--- config.mk ---
export PLATFORM = sky130hd
export DESIGN_NAME = lis_ram
export DESIGN_NICKNAME = d
export VERILOG_FILES = /design/src/assert_macros.svh /design/src/lis_ram.sv
export SDC_FILE = /design/constraint.sdc
export NUM_CORES = 1
export LEC_CHECK = 0
export BUFFER_PORTS_ARGS = -buffer_cell sky130_fd_sc_hd__buf_2
export CAP_MARGIN = 30
export CORE_ASPECT_RATIO = 1.75
export CORE_MARGIN = 1.5
export CORE_UTILIZATION = 50
export CTS_CLUSTER_SIZE = 16
export DETAILED_ROUTE_END_ITERATION = 8
export GPL_ROUTABILITY_DRIVEN = 0
export GPL_TIMING_DRIVEN = 0
export PLACE_DENSITY = 0.68
export SKIP_CTS_REPAIR_TIMING = 1
export SYNTH_ARGS = -nofsm -noshare
export SYNTH_HDL_FRONTEND = slang
export SYNTH_SLANG_ARGS = --single-unit
--- constraint.sdc ---
create_clock -name clk -period 1.7 [get_ports clk]
set_input_delay 0.085 -clock clk [delete_from_list [all_inputs] [get_ports clk]]
set_output_delay 0.085 -clock clk [all_outputs]
set_load 0.02 [all_outputs]
--- src/assert_macros.svh ---
// assertion helpers shared by the rtl
`ifndef ASSERT_MACROS_SVH
`define ASSERT_MACROS_SVH

// condition that must hold at every edge out of reset
`define ASSERT_ALWAYS(lbl, clk, rst, expr, msg) \
  lbl: assert property (@(posedge clk) disable iff (rst) (expr)) else $error(msg);

// antecedent this cycle implies consequent on the next cycle
`define ASSERT_NEXT(lbl, clk, rst, ante, cons, msg) \
  lbl: assert property (@(posedge clk) disable iff (rst) (ante) |=> (cons)) else $error(msg);

`endif

--- src/lis_ram.sv ---
module lis_ram #(
  parameter int WIDTH = 8,
  parameter int DEPTH = 16
) (
  input  logic                     clk,
  input  logic                     we,
  input  logic [$clog2(DEPTH)-1:0] waddr,
  input  logic [WIDTH-1:0]         wdata,
  input  logic                     re,
  input  logic [$clog2(DEPTH)-1:0] raddr,
  output logic [WIDTH-1:0]         rdata
);

  logic [WIDTH-1:0] mem [DEPTH];

  always_ff @(posedge clk) begin
    if (we) begin
      mem[waddr] <= wdata;
    end
    if (re) begin
      rdata <= mem[raddr];
    end
  end

endmodule

# == Word-level counts from Yosys, hierarchy flattened ==
# Memories as Yosys holds them, arrays and structs flattened. A register that Yosys moved wholly into a read port is not among the register bits.
# Cells that the tools add are included.
# totals
ramBits,128
regBits,0
wordCells,3
memories,1
input_bits,19
output_inout_bits,8
# mem_list
memory,words,word_bits,read_ports,rd_ports_with_merged_regs,write_ports,line_no,text
mem,16,8,1,1,1,lis_ram.sv:14,logic [WIDTH-1:0] mem [DEPTH];
# op_classes
n_mux,2
# ops
op,n
$mux W1,2

# == Longest topological paths before layout ==
# logic_depth
depth_word,2
depth_mapped,5
depth_no_buf,3

# == Least setup slack after synthesis ==
# No wires, ideal clock.
# synth_path
path_type,input to register
from,input port waddr[2]
to,"memory mem[0][0], enable pin"
path_buffers,0
setup_ps,383
cell_stages,2
t_arrival_ps,1195
setup_slack_ps,122
cell_sequence,or3b_2 nor3_1
# synth_rtl
element,line_no,text
start: declaration,lis_ram.sv:7,"input logic [$clog2(DEPTH)-1:0] waddr,"
end: declaration,lis_ram.sv:14,
# No word-level cell before the write port.

==> impl_metrics.py <==
metrics = {
    "run_status": {
        "status": "complete, no violations",
    },
    "die": {
        "die_area_um2": 11100,
        "io_pins": 27,
        "die_h_um": 138,
        "initial_utilization_pct": 51.1,
        "die_w_um": 80.3,
        "fp.coreArea_um2": 10200,
        "num_rows": 49,
    },
    "cells_and_area": {
        "stdcell_area_um2": 6100,
        "final_util_pct": 59.6,
        "final_nets": 296,
        "diodes": 0,
        "final_cell_count_no_fill": 416,
        "synthToLayoutAreaGrowth_pct": 16.8,
        "layout_common_cells": "edfxtp_1 (136), buf_2 (30), mux4_2 (18)",
        "drive_gt1_share_pct": 28.7,
        "nFillCells": 718,
        "layout_commonest_cell": "edfxtp_1",
    },
    "timing": {
        "rsz0062_at_grt": "false",
        "slew_headroom_pct": 43.7,
        "hold_slack_ns": 0.0266,
        "hold_viol": 0,
        "finalCritPeriodShare_pct": 90.2,
        "fmax_mhz": 652,
        "finalMaxSlewViolations": 0,
        "fin_worst_skew_ns": 0.0114,
        "post-route-min-period_ns": 1.53,
        "setup_viol": 0,
        "max_slew.worst_pin.slew_ns": 0.841,
    },
    "clock_network": {
        "clkLatencyLatePin_ns": 0.41,
        "cts_buffer_depth": 2,
        "numCtsBuffers": 17,
        "cts-root-buf": "clkbuf_16",
        "cts_sinks": 136,
        "cts_tree": "done",
        "htreeDepth": 4,
        "clk_pin_slew_worst_paths_ns": 0.05,
    },
    "power_and_ir_drop": {
        "pwr-share-comb_pct": 4.8,
        "p_int_mw": 6.20,
        "p_sw_mw": 1.50,
        "pwr-share-clk_pct": 45.8,
        "cellLeakagePower_nw": 2.05,
        "powerDensity_nw_per_um2": 1260,
        "totalPowerFinal_mw": 7.70,
        "switching_share_pct": 19.5,
        "vdd_drop_max_mv": 0.950,
        "seq_power_share_pct": 49.3,
    },
    "routing": {
        "vias": 2423,
        "wl_per_cell_um": 23.6,
        "ant_nets": 0,
        "drc_errors": 0,
        "routed_wl_um": 9830,
        "dr.pass1.iters": 4,
        "initialDrtViolationCount": 160,
        "via_per_inst": 5.82,
    },
    "run": {
        "maxCapViolCount": 0,
    },
    "worst_setup_path": {
        "end_kind": "flop",
        "crit_chain": "mux4_1 > a22oi_1 > nand2_1",
        "worstPathArrival_ns": 1.70,
        "required_ns": 1.86,
        "start_kind": "flop",
        "crit_family": "multiplexers",
        "slowest_delay_ns": 0.56,
        "rr_worst_depth": 3,
        "path_buf_inv": 0,
        "path_class": "flop to flop",
        "cpMaxStageDelayCell": "mux4_1",
        "crit_path_max_fanout": 1,
        "cp_num_cells": 3,
    },
    "logic_synthesis": {
        "synth_warnings": 0,
        "syn_inst": 229,
        "netlist_area_um2": 5230,
        "async_flop_share_pct": 0,
        "avgSynthCellArea_um2": 22.8,
        "syn-num-nets": 248,
        "ys.flop_type": "edfxtp_1",
        "synth_edf_count": 136,
        "seq_area_frac_synth_pct": 78.1,
        "ys_seq_elements": 136,
        "synth.distinct_cells": 18,
    },
    "global_route": {
        "gr-total-overflow": 0,
        "gr-usage-all-layers_pct": 19.6,
        "grt_pass1_wl_um": 14700,
        "antenna_found_initial": 0,
        "grt_pass1_vias": 2549,
        "grt_max_degree": 17,
    },
    "placement": {
        "io_buffer_count": 25,
        "place_inst": 385,
        "post_dp_cell_area_um2": 5540,
        "dp_hpwl_um": 6440,
    },
    "hold_path": {
        "holdPathStages": 1,
        "holdCritPathClass": "input pin to flop",
    },
}
==> power by group through the flow <==
| stage | sequential (mW) | clock, mW | combinational [mW] |
|---|---|---|---|
| after detailed placement | 3.87 | 0 | 0.378 |
| final | 3.80 | 3.53 | 0.373 |
| after global placement | 3.86 | 0 | 0.366 |
| after CTS | 3.80 | 3.58 | 0.379 |
| after floorplan | 3.88 | 0 | 0.191 |
| after global routing | 3.80 | 3.70 | 0.402 |
==> synth_stat cells, types with 2 or more instances <==
cell type | n | area [µm²]
edfxtp_1 | 136 | 4080
mux4_2 | 18 | 405
a22oi_1 | 16 | 120
mux4_1 | 14 | 368
nor2_1 | 13 | 48.8
nand2_1 | 9 | 33.8
nor3_1 | 4 | 20.0
buf_2 | 3 | 15.0
buf_6 | 3 | 33.8
clkdlybuf4s25_2 | 3 | 30.0
nand2b_1 | 2 | 12.5
nand3b_1 | 2 | 15.0
==> kinds of logic (layout without fill, tap and decap cells) <==
logic type             after synthesis  after routing  synth area share (%)
buffers and inverters               10             70                  1.65
AO/OA/AOI/OAI                       16             16                  2.30
AND/OR/NAND/NOR                     35             35                  3.14
flip-flops                         136            136                  78.1
multiplexers                        32             32                  14.8
==> layout make-up <==
cell class | instances | area [µm²] | area share (%)
Buffer | 10 | 86.3 | 1.41
Clock buffer | 20 | 437 | 7.15
Clock inverter | 11 | 131 | 2.15
Multi-Input combinational cell | 83 | 1060 | 17.3
Sequential cell | 136 | 4080 | 66.9
Tap cell | 127 | 159 | 2.60
Timing Repair Buffer | 29 | 150 | 2.46
==> final timing paths <==
check | start | to | slack (ns)
worst min register to register | mem[14][1]$_DFFE_PP_ | rdata[1]$_DFFE_PP_ | 0.76
worst max register to register | mem[0][1]$_DFFE_PP_ | rdata[1]$_DFFE_PP_ | 0.17
worst min-delay path | re | rdata[3]$_DFFE_PP_ | 0.03
worst max-delay path | mem[0][1]$_DFFE_PP_ | rdata[1]$_DFFE_PP_ | 0.17
==> state kept, by name, indices dropped and copies added, names as in the netlist <==
signal	flops
rdata	8
mem	128
==> routing by layer <==
layer	vias up	wire length, µm	global-route usage, %
met2	103	5290	31.9
met3	17	537	5.28
met5	-	0	0
met4	0	270	9.35
met1	1226	3730	24.1
li1	1077	-	-
==> worst reg2reg max path: cells and delay by family (launching register included) <==
kind,cells,cell delay (ns)
AOI/OAI and AO/OA,1,0.28
DFF,1,0.37
muxes,1,0.56
and+or+nand+nor,1,0.08
==> per-stage QoR <==
stage	setup TNS (ns)	setup slack, ns
2_1_floorplan	0	0.122
3_3_place_gp	-7.45	-0.444
3_5_place_dp	-0.861	-0.0617
4_1_cts	0	0.136
5_1_grt	0	0.0446
6_report	0	0.166
No activity file was read; power rests on OpenSTA's default activity.
